$ cat src/pwcf_pkg.sv
`timescale 1ns / 1ps
// ----------------------------------------------------------------------------
// pwcf_pkg
// Shared types and constants for the port-write capture to frames core.
// ----------------------------------------------------------------------------
package pwcf_pkg;

  localparam int unsigned FRAME_W    = 18;
  localparam int unsigned ACC_W      = 32;
  localparam int unsigned STAMP_W    = 16;
  localparam int unsigned PORT_W     = 16;
  localparam int unsigned BYTE_W     = 8;
  localparam int unsigned KIND_W     = 2;
  localparam int unsigned ENDS_W     = 6;

  localparam logic [FRAME_W-1:0] FRAME_RESET  = 18'd69888;
  localparam logic [FRAME_W-1:0] FRAME_MIN    = 18'd1024;
  localparam logic [ENDS_W-1:0]  MAX_ENDS     = 6'd32;
  localparam logic signed [STAMP_W-1:0] WRAP_TICKS = 16'sd17472;

  localparam logic [PORT_W-1:0] PORT_MASK = 16'hC002;
  localparam logic [PORT_W-1:0] SEL_PORT  = 16'hFFFD;
  localparam logic [PORT_W-1:0] DATA_PORT = 16'hBFFD;
  localparam logic [STAMP_W-1:0] MARKER_STAMP = 16'hFFFF;

  localparam logic [KIND_W-1:0] KIND_NONE  = 2'd0;
  localparam logic [KIND_W-1:0] KIND_FRAME = 2'd1;
  localparam logic [KIND_W-1:0] KIND_WRITE = 2'd2;

  typedef enum logic [1:0] {
    ACT_NONE = 2'd0,
    ACT_SEL  = 2'd1,
    ACT_DATA = 2'd2
  } act_t;

  typedef struct packed {
    logic signed [STAMP_W-1:0] delta;
    act_t                      act;
    logic [BYTE_W-1:0]         value;
  } entry_t;

endpackage

$ cat src/pwcf_front.sv
`timescale 1ns / 1ps
// ----------------------------------------------------------------------------
// pwcf_front
// Accepts capture records, forms the wrapped stamp delta and decodes the port.
// ----------------------------------------------------------------------------
module pwcf_front (
  input  logic                                clk,
  input  logic                                rst,
  input  logic                                in_valid,
  output logic                                in_stall,
  input  logic signed [pwcf_pkg::STAMP_W-1:0] stamp,
  input  logic        [pwcf_pkg::PORT_W-1:0]  port_number,
  input  logic        [pwcf_pkg::BYTE_W-1:0]  port_byte,
  input  logic                                q_full,
  output logic                                q_push,
  output pwcf_pkg::entry_t                    q_entry
);
  import pwcf_pkg::*;

  logic [STAMP_W-1:0]        prev_stamp;
  logic                      marker;
  logic [STAMP_W-1:0]        cur;
  logic signed [STAMP_W-1:0] diff;
  logic [PORT_W-1:0]         dec;

  assign in_stall = q_full;
  assign q_push   = in_valid && !q_full;

  always_comb begin
    marker = (stamp == MARKER_STAMP);
    cur    = marker ? '0 : stamp;
    diff   = $signed(cur - prev_stamp);
    dec    = port_number & PORT_MASK;
    q_entry.delta = (diff <= 0) ? diff + WRAP_TICKS : diff;
    q_entry.value = port_byte;
    if (marker) begin
      q_entry.act = ACT_NONE;
    end else if (dec == (SEL_PORT & PORT_MASK)) begin
      q_entry.act = ACT_SEL;
    end else if (dec == (DATA_PORT & PORT_MASK)) begin
      q_entry.act = ACT_DATA;
    end else begin
      q_entry.act = ACT_NONE;
    end
  end

  always_ff @(posedge clk) begin
    if (rst) begin
      prev_stamp <= '0;
    end else if (q_push) begin
      prev_stamp <= cur;
    end
  end

endmodule

$ cat src/pwcf_queue.sv
`timescale 1ns / 1ps
// ----------------------------------------------------------------------------
// pwcf_queue
// Two-entry queue of decoded records between front and back.
// ----------------------------------------------------------------------------
module pwcf_queue (
  input  logic             clk,
  input  logic             rst,
  input  logic             push,
  input  pwcf_pkg::entry_t push_entry,
  input  logic             pop,
  output pwcf_pkg::entry_t head,
  output logic             full,
  output logic             empty
);
  import pwcf_pkg::*;

  entry_t     slots [2];
  logic       wr_ptr;
  logic       rd_ptr;
  logic [1:0] count;

  assign full  = (count == 2'd2);
  assign empty = (count == 2'd0);
  assign head  = slots[rd_ptr];

  always_ff @(posedge clk) begin
    if (push) begin
      slots[wr_ptr] <= push_entry;
    end
  end

  always_ff @(posedge clk) begin
    if (rst) begin
      wr_ptr <= 1'b0;
      rd_ptr <= 1'b0;
      count  <= 2'd0;
    end else begin
      if (push) begin
        wr_ptr <= ~wr_ptr;
      end
      if (pop) begin
        rd_ptr <= ~rd_ptr;
      end
      count <= count + 2'(push) - 2'(pop);
    end
  end

endmodule

$ cat src/pwcf_back.sv
`timescale 1ns / 1ps
// ----------------------------------------------------------------------------
// pwcf_back
// Accumulates t-states, emits frame ends one per cycle while out_stall allows, then the port action.
// ----------------------------------------------------------------------------
module pwcf_back (
  input  logic                               clk,
  input  logic                               rst,
  input  logic                               cfg_wr_en,
  input  logic        [pwcf_pkg::FRAME_W-1:0] cfg_wr_data,
  input  logic                               q_empty,
  input  pwcf_pkg::entry_t                   q_head,
  output logic                               q_pop,
  output logic                               out_valid,
  input  logic                               out_stall,
  output logic        [pwcf_pkg::KIND_W-1:0] kind,
  output logic        [pwcf_pkg::BYTE_W-1:0] reg_index,
  output logic        [pwcf_pkg::BYTE_W-1:0] reg_value,
  output logic                               last
);
  import pwcf_pkg::*;

  typedef enum logic [1:0] {
    S_IDLE = 2'b01,
    S_RUN  = 2'b10
  } state_t;

  state_t                  state;
  logic [FRAME_W-1:0]      frame;
  logic signed [ACC_W-1:0] acc;
  logic [BYTE_W-1:0]       selected_reg;
  logic [ENDS_W-1:0]       ends;
  act_t                    act;
  logic [BYTE_W-1:0]       value;

  logic signed [ACC_W:0]   sum;
  logic signed [ACC_W-1:0] acc_sum;
  logic signed [ACC_W-1:0] acc_sub;
  logic signed [ACC_W-1:0] frame_s;
  logic                    more_frames;
  logic                    slot_free;
  logic                    emit;
  logic [KIND_W-1:0]       emit_kind;
  logic [BYTE_W-1:0]       emit_idx;
  logic [BYTE_W-1:0]       emit_val;
  logic                    emit_last;
  logic                    run_step;

  assign slot_free = !out_valid || !out_stall;
  assign q_pop     = (state == S_IDLE) && !q_empty;
  assign run_step  = (state == S_RUN) && slot_free;

  always_comb begin
    frame_s     = $signed({{(ACC_W-FRAME_W){1'b0}}, frame});
    sum         = {acc[ACC_W-1], acc} + {{(ACC_W+1-STAMP_W){q_head.delta[STAMP_W-1]}},
                                         q_head.delta};
    acc_sum     = (sum[ACC_W:ACC_W-1] == 2'b10) ? {1'b1, {(ACC_W-1){1'b0}}}
                                                 : sum[ACC_W-1:0];
    acc_sub     = acc - frame_s;
    more_frames = (acc >= frame_s) && (ends < MAX_ENDS);
    emit      = 1'b0;
    emit_kind = KIND_NONE;
    emit_idx  = '0;
    emit_val  = '0;
    emit_last = 1'b1;
    if (state == S_RUN) begin
      if (more_frames) begin
        emit      = 1'b1;
        emit_kind = KIND_FRAME;
        emit_last = !((acc_sub >= frame_s) && (ends != MAX_ENDS - 6'd1)) &&
                    (act != ACT_DATA);
      end else if (act == ACT_DATA) begin
        emit      = 1'b1;
        emit_kind = KIND_WRITE;
        emit_idx  = selected_reg;
        emit_val  = value;
      end else if (ends == '0) begin
        emit      = 1'b1;
      end
    end
  end

  always_ff @(posedge clk) begin
    if (rst) begin
      frame <= FRAME_RESET;
    end else if (cfg_wr_en) begin
      frame <= (cfg_wr_data < FRAME_MIN) ? FRAME_MIN : cfg_wr_data;
    end
  end

  always_ff @(posedge clk) begin
    if (rst) begin
      state        <= S_IDLE;
      acc          <= '0;
      selected_reg <= '0;
      ends         <= '0;
    end else begin
      case (state)
        S_IDLE: begin
          if (q_pop) begin
            acc   <= acc_sum;
            ends  <= '0;
            state <= S_RUN;
          end
        end
        S_RUN: begin
          if (run_step) begin
            if (more_frames) begin
              acc  <= acc_sub;
              ends <= ends + 6'd1;
            end else begin
              if (act == ACT_SEL) begin
                selected_reg <= value;
              end
              state <= S_IDLE;
            end
          end
        end
        default: state <= S_IDLE;
      endcase
    end
  end

  always_ff @(posedge clk) begin
    if (q_pop) begin
      act   <= q_head.act;
      value <= q_head.value;
    end
  end

  always_ff @(posedge clk) begin
    if (rst) begin
      out_valid <= 1'b0;
    end else if (slot_free) begin
      out_valid <= emit;
    end
  end

  always_ff @(posedge clk) begin
    if (slot_free) begin
      kind      <= emit_kind;
      reg_index <= emit_idx;
      reg_value <= emit_val;
      last      <= emit_last;
    end
  end

  a_ends_bound: assert property (@(posedge clk) disable iff (rst)
    ends <= MAX_ENDS)
    else $error("frame end count above limit");

  a_none_is_last: assert property (@(posedge clk) disable iff (rst)
    out_valid && (kind == KIND_NONE) |-> last && (reg_index == '0) && (reg_value == '0))
    else $error("no-action result not final or not cleared");

  a_write_is_last: assert property (@(posedge clk) disable iff (rst)
    out_valid && (kind == KIND_WRITE) |-> last)
    else $error("register write not final result");

  a_kind_legal: assert property (@(posedge clk) disable iff (rst)
    out_valid |-> (kind == KIND_NONE) || (kind == KIND_FRAME) || (kind == KIND_WRITE))
    else $error("illegal result kind");

  a_pop_idle: assert property (@(posedge clk) disable iff (rst)
    q_pop |=> (state == S_RUN))
    else $error("record taken without starting run");

endmodule

$ cat src/port_write_capture_to_frames_core.sv
`timescale 1ns / 1ps
// ----------------------------------------------------------------------------
// port_write_capture_to_frames_core
// Turns captured port-write records into frame ends and register writes.
// ----------------------------------------------------------------------------
//  Channel  | Handshake               | Payload
//  ---------+-------------------------+---------------------------------------
//  in       | in_valid / in_stall     | stamp, port_number, port_byte
//  out      | out_valid / out_stall   | kind, reg_index, reg_value, last
//  cfg      | cfg_wr_en               | cfg_wr_data (frame length)
//
//  A record is taken while the back is idle; its frame ends go out in turn,
//  then its port action. The back sequencer holds one record at a time.
//  A two-entry queue lets the front accept records while the back works.
//  Reset clears the stamp, accumulator and selected register and sets the
//  frame length to 69888. Out stall holds the output register and the back.
// ----------------------------------------------------------------------------
module port_write_capture_to_frames_core (
  input  logic                                clk,
  input  logic                                rst,
  input  logic                                cfg_wr_en,
  input  logic        [pwcf_pkg::FRAME_W-1:0] cfg_wr_data,
  input  logic                                in_valid,
  output logic                                in_stall,
  input  logic signed [pwcf_pkg::STAMP_W-1:0] stamp,
  input  logic        [pwcf_pkg::PORT_W-1:0]  port_number,
  input  logic        [pwcf_pkg::BYTE_W-1:0]  port_byte,
  output logic                                out_valid,
  input  logic                                out_stall,
  output logic        [pwcf_pkg::KIND_W-1:0]  kind,
  output logic        [pwcf_pkg::BYTE_W-1:0]  reg_index,
  output logic        [pwcf_pkg::BYTE_W-1:0]  reg_value,
  output logic                                last
);
  import pwcf_pkg::*;

  logic   q_push;
  logic   q_pop;
  logic   q_full;
  logic   q_empty;
  entry_t q_entry;
  entry_t q_head;

  pwcf_front u_front (
    .clk         (clk),
    .rst         (rst),
    .in_valid    (in_valid),
    .in_stall    (in_stall),
    .stamp       (stamp),
    .port_number (port_number),
    .port_byte   (port_byte),
    .q_full      (q_full),
    .q_push      (q_push),
    .q_entry     (q_entry)
  );

  pwcf_queue u_queue (
    .clk        (clk),
    .rst        (rst),
    .push       (q_push),
    .push_entry (q_entry),
    .pop        (q_pop),
    .head       (q_head),
    .full       (q_full),
    .empty      (q_empty)
  );

  pwcf_back u_back (
    .clk         (clk),
    .rst         (rst),
    .cfg_wr_en   (cfg_wr_en),
    .cfg_wr_data (cfg_wr_data),
    .q_empty     (q_empty),
    .q_head      (q_head),
    .q_pop       (q_pop),
    .out_valid   (out_valid),
    .out_stall   (out_stall),
    .kind        (kind),
    .reg_index   (reg_index),
    .reg_value   (reg_value),
    .last        (last)
  );

endmodule

$ cat config.mk
export PLATFORM = sky130hd
export DESIGN_NAME = port_write_capture_to_frames_core
export DESIGN_NICKNAME = d
export VERILOG_FILES = /design/src/pwcf_pkg.sv /design/src/pwcf_front.sv /design/src/pwcf_queue.sv /design/src/pwcf_back.sv /design/src/port_write_capture_to_frames_core.sv
export SDC_FILE = /design/constraint.sdc
export NUM_CORES = 1
export LEC_CHECK = 0
export ABC_CLOCK_PERIOD_IN_PS = 6100
export BUFFER_PORTS_ARGS = -buffer_cell sky130_fd_sc_hd__buf_2
export CAP_MARGIN = 10
export CORE_ASPECT_RATIO = 1.25
export CORE_MARGIN = 2
export CORE_UTILIZATION = 56
export DETAILED_ROUTE_END_ITERATION = 12
export PLACE_DENSITY_LB_ADDON = 0.3
export SLEW_MARGIN = 20
export SYNTH_ARGS = -nofsm -noshare
export SYNTH_HDL_FRONTEND = slang
export SYNTH_HIERARCHICAL = 1
export SYNTH_SLANG_ARGS = --single-unit
$ cat constraint.sdc
create_clock -name clk -period 6.1 [get_ports clk]
set_clock_uncertainty 0.15 [all_clocks]
set_input_delay 1.83 -clock clk [delete_from_list [all_inputs] [get_ports clk]]
set_output_delay 1.83 -clock clk [all_outputs]
set_load 0.005 [all_outputs]
After elaboration in Yosys (flattened, before gate mapping)
Memories as Yosys holds them, arrays and structs flattened. A register that Yosys moved wholly into a read port is not among the register bits.
Index checks and enable logic that the tools add are counted.
- register bits after elaboration: 116
- latch bits: 0
- bits in writable memories: 52
- ROM bits: 0
- output and inout port bits: 21
- logic and storage cells: 100
- memories: 1
- add/sub/neg operators: 7
- multiply operators: 0
- divide/modulo/power cells: 0
- order comparisons: 5
- eq/ne operators: 15
- shifts and indexed selects: 0
- mux-type cells: 29
- bitwise gates (word level): 5
- reduce and logical (&&, ||, !) cells: 21
- memories (name ; depth ; bits a word ; read ports ; clocked after Yosys merged registers in ; wr ports ; RTL line ; RTL):
    u_queue.slots ; 2 ; 26 ; 1 ; 1 ; 1 ; pwcf_queue.sv:18 ; entry_t slots [2];
- operator list (kind ; number):
    two-way mux 32 bit ; 4
    >= comparator 32 x 19 -> 1 bit ; 2
    one-hot mux 32 bit (2 select lines) ; 1
    adder 32 x 16 -> 33 bit ; 1
    two-way mux 16 bit ; 2
    subtractor 32 x 19 -> 32 bit ; 1
    < comparator 18 x 11 -> 1 bit, second input constant ; 1
    two-way mux 18 bit ; 1
    two-way mux 6 bit ; 3
    adder 16 bit, second input constant ; 1
    == test 16 bit, second input constant ; 1
    <= comparator 16 x 1 -> 1 bit, second input constant ; 1
    subtractor 16 bit ; 1
    two-way mux 2 bit ; 7
    one-hot mux 6 bit (2 select lines) ; 1
    two-way mux 1 bit ; 9
    == test 2 bit, second input constant ; 4
    AND reduction 4 bit ; 2
    adder 6 x 1 -> 6 bit, second input constant ; 1
    == test 3 bit, second input constant ; 2
    logical AND 1 bit ; 6
    logical NOT 6 bit ; 1
    < comparator 6 bit, second input constant ; 1
    != test 2 bit, second input constant ; 3
    15 further kinds ; 25

Longest topological paths before layout
Gate-level depths: netlist of run 1.
- depth in word-level cells: 5
- mapped depth: 20
- gate-level depth less buffers: 19

Hierarchy
Netlist of run 1, hierarchy kept.
- modules (own cells, without submodules) (module ; times used ; cells an instance ; area each (sq um) ; sequential area each (sq um)):
    pwcf_back ; 1 ; 832 ; 7195.7 ; 2212.1
    pwcf_queue ; 1 ; 102 ; 2197.1 ; 1661.6
    pwcf_front ; 1 ; 272 ; 1986.9 ; 320.3

Worst setup path before layout of run 1
No wires, ideal clock.
- path kind: input to register
- start point: in stamp[3] (netlist bit)
- end point: mem u_queue/slots[0][17] (netlist bit) (data pin)
- library setup time: 0.262 ns
- data arrival time: 5.990 ns
- setup slack: -0.302 ns
- stages on the path: 19
- path buffers: 2
- cell sequence: nand4_1 or4_1 clkbuf_1 clkbuf_1 nand2_1 ha_1 inv_1 fa_1 a211oi_2 o21ai_2 xor2_1 inv_1 ha_1 or4b_1 a211oi_1 or4b_4 nor4_4 nor2_2 mux2_4
- RTL lines (item ; RTL line ; RTL):
    from (decl) ; port_write_capture_to_frames_core.sv:25 ; input logic signed [pwcf_pkg::STAMP_W-1:0] stamp,
    to (decl) ; pwcf_queue.sv:18 ;

==> impl_metrics.json, run 1 <==
{
  "cp_slowest_stage_delay_ps": 610,
  "setup_viol": 0,
  "placedCellCount": 1532,
  "die_height_um": 163,
  "grt_pass1_wl_mm": 44.9,
  "synth_compound_gate_area_share": 0.202,
  "reg_top3": "u_queue/slots: 52 flops, u_back/acc: 32 flops, u_back/frame: 18 flops",
  "final.period_utilization": 0.986,
  "maxCapViolCount": 0,
  "yosys.area.top_type_share": 0.214,
  "gp_congestion": 0.939,
  "core_outline_area_um2": 20000,
  "detailroute.via_count": 9492,
  "numCtsBuffers": 17,
  "worst-endpoint-arrival_ps": 6110,
  "synthCells": 1206,
  "io-pin-count": 84,
  "std_cell_rows": 58,
  "half_perimeter_wire_length_after_detailed_placement_mm": 20.9,
  "muxShareOfSynthArea": 0.0460,
  "holdCritPathClass": "flop to flop",
  "cts.sink_count": 169,
  "utilization": 0.637,
  "crit_required_ps": 6200,
  "outcome": "completed",
  "synth_area_um2": 11400,
  "gr-usage-all-layers": 0.262,
  "tightest_slew_ps": 1040,
  "average_footprint_of_a_synthesized_cell_um2": 9.44,
  "routedWlPerCell_um": 18.0,
  "full_die_area_um2": 21500,
  "timing.setup.critical_path_class": "primary input to flop",
  "root_buffer": "sky130_fd_sc_hd__clkbuf_16",
  "detailed_place.area_um2": 12100,
  "first_iter_violations": 665,
  "final_max_slew_viol_count": 0,
  "first_global_vias": 9188,
  "flip_flop_count_of_the_largest_register_all_copies_and_words_added": 52,
  "route.detailed.drc": 0,
  "post_cts_hold_buffer_count": 0,
  "die_w_um": 132,
  "synthDominantAreaCellType": "sky130_fd_sc_hd__edfxtp_1",
  "antenna_found_initial": 0,
  "firstDrtPassIters": 5,
  "grt_start_max_net_pins": 68,
  "number_of_h_tree_branching_levels": 4,
  "starting_density_of_the_core": 0.568,
  "synth_warnings": 6,
  "drt_wl_total_mm": 28.3,
  "cellLeakagePower_nw": 5.36,
  "syn2layout_area_growth_pct": 12.1,
  "syn-num-nets": 1362,
  "slew_headroom": 0.305,
  "final_cell_area_um2": 12800,
  "final_cell_count_no_fill": 1571,
  "netlist_top_cells_area": "sky130_fd_sc_hd__edfxtp_1 21%, sky130_fd_sc_hd__dfxtp_1 15%, sky130_fd_sc_hd__ha_1 9.9%, sky130_fd_sc_hd__a21oi_1 4.0%, sky130_fd_sc_hd__nand2_1 3.1%",
  "cts.clk_slew.worst_paths_ps": 70,
  "cp-start-kind": "primary input",
  "pwr_density_cell_nw_per_um2": 554,
  "critPathSlowestCell": "sky130_fd_sc_hd__or4_4",
  "drtAntennaViolNets": 0,
  "synth_adder_area_share": 0.104,
  "final_hold_violating_endpoints": 0,
  "synthFlopType": "sky130_fd_sc_hd__dfxtp_1",
  "number_of_synthesized_flops_with_an_enable_pin": 81,
  "worst_ir_drop_vdd_mv": 0.365,
  "finalCriticalPeriod_ps": 6010,
  "path_max_fanout": 5,
  "clkLatencyLatePin_ps": 430,
  "ys_types": 94,
  "ys_ff_latch": 169,
  "grt_overflow_total": 0,
  "endpoint_kind": "flop",
  "synth_simple_gate_area_frac": 0.174,
  "final_layout_size_suffix_gt1_frac": 0.187,
  "cts_tree": "done",
  "post_synth_xor_xnor_area": 0.0511,
  "drt-vias-per-instance": 6.04,
  "timing.critical_path.cells": "buf_2 > nand4_1 > or4_4 > and2_1 > ha_1 > a21o_1 > a21oi_2 > a211o_1 > o221ai_2 > inv_1 > ha_2 > or4b_4 > a211oi_2 > or4b_4 > nor4_4 > buf_4 > buf_4 > nor2_1 > mux2i_1",
  "antennaDiodeCount": 0,
  "seq_area_frac_synth": 0.369,
  "synth_top_family_by_area": "compound AO/OA/AOI/OAI gates",
  "clockBufferDepth": 2,
  "nets": 1444,
  "registers.top_by_ff_count": "u_queue/slots",
  "power.total_mw": 7.07,
  "synth-async-reset-ratio": 0,
  "buffer_ports.inserted": 70,
  "clock.fmax_ghz": 0.166
}
==> power breakdown <==
| part | switching, mW | internal (mW) |
|---|---|---|
| clock network | 0.497 | 0.541 |
| logic | 2.48 | 1.79 |
| registers | 0.266 | 1.49 |
| total | 3.25 | 3.82 |
==> placed cells by master, fill, tap and decap left out, types with 13 or more instances in the layout <==
cell | synthesis | routed
sky130_fd_sc_hd__nand2_1 | 93 | 92
sky130_fd_sc_hd__a21oi_1 | 92 | 91
sky130_fd_sc_hd__dfxtp_1 | 88 | 88
sky130_fd_sc_hd__nor2_1 | 87 | 87
sky130_fd_sc_hd__ha_1 | 90 | 87
sky130_fd_sc_hd__edfxtp_1 | 81 | 81
sky130_fd_sc_hd__buf_2 | 8 | 70
sky130_fd_sc_hd__inv_1 | 64 | 64
sky130_fd_sc_hd__buf_4 | 15 | 51
sky130_fd_sc_hd__o21ai_0 | 43 | 43
sky130_fd_sc_hd__and2_1 | 42 | 41
sky130_fd_sc_hd__xnor2_1 | 38 | 38
sky130_fd_sc_hd__nor3_1 | 37 | 37
sky130_fd_sc_hd__a21o_1 | 32 | 32
sky130_fd_sc_hd__nand3_1 | 24 | 24
sky130_fd_sc_hd__xor2_1 | 24 | 23
sky130_fd_sc_hd__mux2_4 | 21 | 21
sky130_fd_sc_hd__clkbuf_16 | 0 | 17
sky130_fd_sc_hd__mux2i_1 | 14 | 14
sky130_fd_sc_hd__nand4_1 | 13 | 13
sky130_fd_sc_hd__a22oi_1 | 13 | 13
==> metrics by stage <==
| stage | setup TNS [ps] | setup WS [ps] | hold WS, ps |
|---|---|---|---|
| 6_report | 0 | 86.7 | 306 |
| 5_1_grt | -104 | -30.6 | 326 |
| 3_3_place_gp | -5250 | -419 | 292 |
| 4_1_cts | 0 | 19.6 | 305 |
| 2_1_floorplan | -801 | -181 | 286 |
| 3_5_place_dp | -5560 | -454 | 296 |
==> synth_stat cells (all sizes together), types with 13 or more instances <==
cell type	n
a21oi	94
nand2	93
ha	90
nor2	89
dfxtp	88
edfxtp	81
inv	64
o21ai	52
and2	43
xnor2	38
nor3	37
buf	35
a21o	32
mux2	27
nand3	25
xor2	25
clkbuf	24
a221oi	20
a211oi	17
mux2i	14
a22oi	13
nand4	13
==> cell type report <==
class                           count  area, um2
Clock buffer                       19        433
Clock inverter                     13        128
Fill cell                        1651       7270
Inverter                           65        244
Multi-Input combinational cell    914       6690
Sequential cell                   169       4190
Tap cell                          270        338
Timing Repair Buffer              121        733
==> critical path, delay by kind of cell <==
kind / cells / cell delay [ps]
muxes: 1 / 200
buffers and inverters: 4 / 450
adders and majority gates: 2 / 460
AOI/OAI and AO/OA: 5 / 880
and+or+nand+nor: 7 / 2290
==> cells by family (layout without fill, tap and decap cells) <==
kind of cell / after synthesis / in the layout
and+or+nand+nor: 384 / 385
buffers and inverters: 124 / 218
AOI/OAI and AO/OA: 331 / 331
muxes: 41 / 41
adders and majority gates: 93 / 93
DFF: 169 / 169
xor gates and xnor gates: 64 / 64
==> worst paths after layout <==
check / from / endpoint / slack [ps] / cells after the start
worst max-delay path: stamp[8] / u_queue/slots[1][24] / 90 / 19
worst min-delay path: u_front/prev_stamp[9] / u_front/prev_stamp[9] / 310 / 2
worst max register to register: u_back/frame[8] / u_back/last / 1160 / 19
worst min register to register: u_front/prev_stamp[9] / u_front/prev_stamp[9] / 310 / 2
==> repair_timing <==
action / CTS / global route
endpoints found under the hold margin: 0 / 0
endpoints found under the setup margin: 9 / 14
gates cloned: 0 / 1
pin swaps: 1 / 13
gates resized for setup: 0 / 12
setup buffers: 0 / 6
==> routing by layer <==
layer	vias up	part of all wire	GRT usage	wire length, um
met2	221	0.52	0.499	14800
met5	-	0	0	0
li1	4625	-	-	-
met4	0	0.037	0.120	1050
met3	69	0.033	0.0354	935
met1	4577	0.41	0.288	11500
Note: power is estimated with default switching activity, not from simulation.
==> inputs of run 2 (changes only) <==
- CTS_CLUSTER_SIZE: not set -> 16
- SETUP_SLACK_MARGIN: not set -> 0.1
==> run 2 against run 1 <==
Hold slack got worse by 1.7 ps. Total power up 0.46%. Setup slack improved by 3.8 ps. Sequential share of layout area shrank 0.26 points. Combinational power barely moved. Critical path depth grew 1. Fmax is essentially flat. Sequential power about the same. Via count increased by 0.31%. Wire length up 0.31%. Largest cell class unchanged. Cell count unchanged. Global-route usage stayed put.
==> impl_metrics.json, run 2 (same netlist as run 1, synthesis figures left out) <==
{
  "setup_viol": 0,
  "final_max_slew_viol_count": 0,
  "finalCriticalPeriod_ps": 6010,
  "nets": 1444,
  "buffer_ports.inserted": 70,
  "critical-path-top-delay-family": "simple AND/OR/NAND/NOR gates",
  "critical_path.n_buffers_inverters": 5,
  "cp_slowest_stage_delay_ps": 610,
  "slew_headroom": 0.306,
  "first_global_vias": 9186,
  "routedWlPerCell_um": 18.1,
  "grt_start_max_net_pins": 68,
  "pwr_density_cell_nw_per_um2": 552,
  "clock.fmax_ghz": 0.166,
  "std_cell_rows": 58,
  "multi_input_comb_area_um2": 6730,
  "number_of_h_tree_branching_levels": 4,
  "path_max_fanout": 5,
  "numCtsBuffers": 17,
  "drtAntennaViolNets": 0,
  "timing.critical_path.cells": "buf_6 > nand4_1 > or4_4 > nand2_4 > ha_4 > inv_2 > fa_2 > a211oi_2 > o21ai_2 > xor2_2 > inv_1 > ha_2 > or4b_4 > a211oi_2 > or4b_4 > nor4_4 > buf_4 > buf_6 > nor2_4 > mux2i_2",
  "antennaDiodeCount": 0,
  "first_iter_violations": 682,
  "flip_flop_count_of_the_largest_register_all_copies_and_words_added": 52,
  "cts.sink_count": 169,
  "gr-usage-all-layers": 0.262,
  "rsz0062_at_grt": "yes",
  "detailroute.via_count": 9521,
  "worst_ir_drop_vdd_mv": 0.367,
  "drt-vias-per-instance": 6.06,
  "clockBufferDepth": 2,
  "final_layout_size_suffix_gt1_frac": 0.191,
  "dpl_worst_slack_ps": -454,
  "die_w_um": 132,
  "cts_tree": "done",
  "timing.setup.critical_path_class": "primary input to flop",
  "half_perimeter_wire_length_after_detailed_placement_mm": 20.9,
  "core_outline_area_um2": 20000,
  "io-pin-count": 84,
  "maxCapViolCount": 0,
  "die_height_um": 163,
  "reg_top3": "u_queue/slots: 52 flops, u_back/acc: 32 flops, u_back/frame: 18 flops",
  "power.total_mw": 7.10,
  "layout_setup_ws_ps": 90.4,
  "gp_congestion": 0.939,
  "route.detailed.drc": 0,
  "registers.top_by_ff_count": "u_queue/slots",
  "cts.clk_slew.worst_paths_ps": 70,
  "clkLatencyLatePin_ps": 440,
  "antenna_found_initial": 0,
  "starting_density_of_the_core": 0.568,
  "worst-endpoint-arrival_ps": 6120,
  "most-common-layout-cells": "92 x sky130_fd_sc_hd__nand2_1, 91 x sky130_fd_sc_hd__a21oi_1, 88 x sky130_fd_sc_hd__dfxtp_1",
  "syn2layout_area_growth_pct": 13.0,
  "critPathSlowestCell": "sky130_fd_sc_hd__or4_4",
  "grt_pass1_wl_mm": 44.9,
  "cellLeakagePower_nw": 5.40,
  "holdCritPathClass": "flop to flop",
  "layout.cells.most_common": "sky130_fd_sc_hd__nand2_1",
  "tightest_slew_ps": 1030,
  "firstDrtPassIters": 7,
  "full_die_area_um2": 21500,
  "area_of_all_sequential_standard_cells_um2": 4190,
  "grt_overflow_total": 0,
  "cp-start-kind": "primary input",
  "final_hold_violating_endpoints": 0,
  "root_buffer": "sky130_fd_sc_hd__clkbuf_16",
  "drt_wl_total_mm": 28.4,
  "endpoint_kind": "flop",
  "outcome": "completed",
  "setup_total_negative_slack_ps": 0,
  "fill_cells": 1640,
  "crit_required_ps": 6210,
  "final.period_utilization": 0.985
}
[run 2: cell counts in the layout (fill, tap and decap cells not counted)]
Identical to the previous run, type by type.
[run 2: report_power, final]
part | switching, mW | internal [mW]
clock network | 0.497 | 0.540
logic | 2.49 | 1.81
registers | 0.268 | 1.49
total | 3.26 | 3.84
[run 2: path summary, 6_finish.rpt]
kind	cells past startpoint	slack [ps]	to	startpoint
worst min-delay path	2	300	u_front/prev_stamp[5]	u_front/prev_stamp[5]
worst max-delay path	20	90	u_queue/slots[0][24]	stamp[8]
worst max register to register	12	1160	u_back/acc[21]	flop
worst min register to register	2	300	u_front/prev_stamp[5]	u_front/prev_stamp[5]
[run 2: cell type report]
class / count / area share
multi-input cells: 914 / 0.523
repair buffers: 121 / 0.0615
clock buffers: 19 / 0.0337
clock inverters: 13 / 0.00993
flip-flops and latches: 169 / 0.326
inverters: 65 / 0.0190
well taps: 270 / 0.0263
[run 2: worst min-delay path: stages, from the launching register on]
cell and delay [ps]:
sky130_fd_sc_hd__dfxtp_1 310, sky130_fd_sc_hd__nand2_1 50, sky130_fd_sc_hd__a21oi_1 50
[run 2: what timing repair did]
action / in CTS / in global routing
buffers inserted: 0 / 6
hold buffers: 0 / 0
gates cloned: 0 / 1
setup endpoints to repair: 14 / 14
pin swaps: 2 / 20
gates resized for setup: 1 / 29
[run 2: metrics by stage]
step | hold slack (ps) | cell area (um2) | util | std cells
after floorplan | 286 | 11400 | - | 1206
after global placement | 292 | 12100 | 0.603 | 1532
after detailed placement | 296 | 12100 | 0.603 | 1532
after CTS | 305 | 12600 | 0.631 | 1564
after global routing | 318 | 12900 | 0.642 | 1571
final | 305 | 12900 | 0.642 | 1571
[run 2: metal layers]
layer,share of wire,wire length (um),global-route usage
met5,0,0,0
met4,0.036,1010,0.120
met3,0.035,987,0.0354
met2,0.53,15000,0.499
met1,0.40,11400,0.288
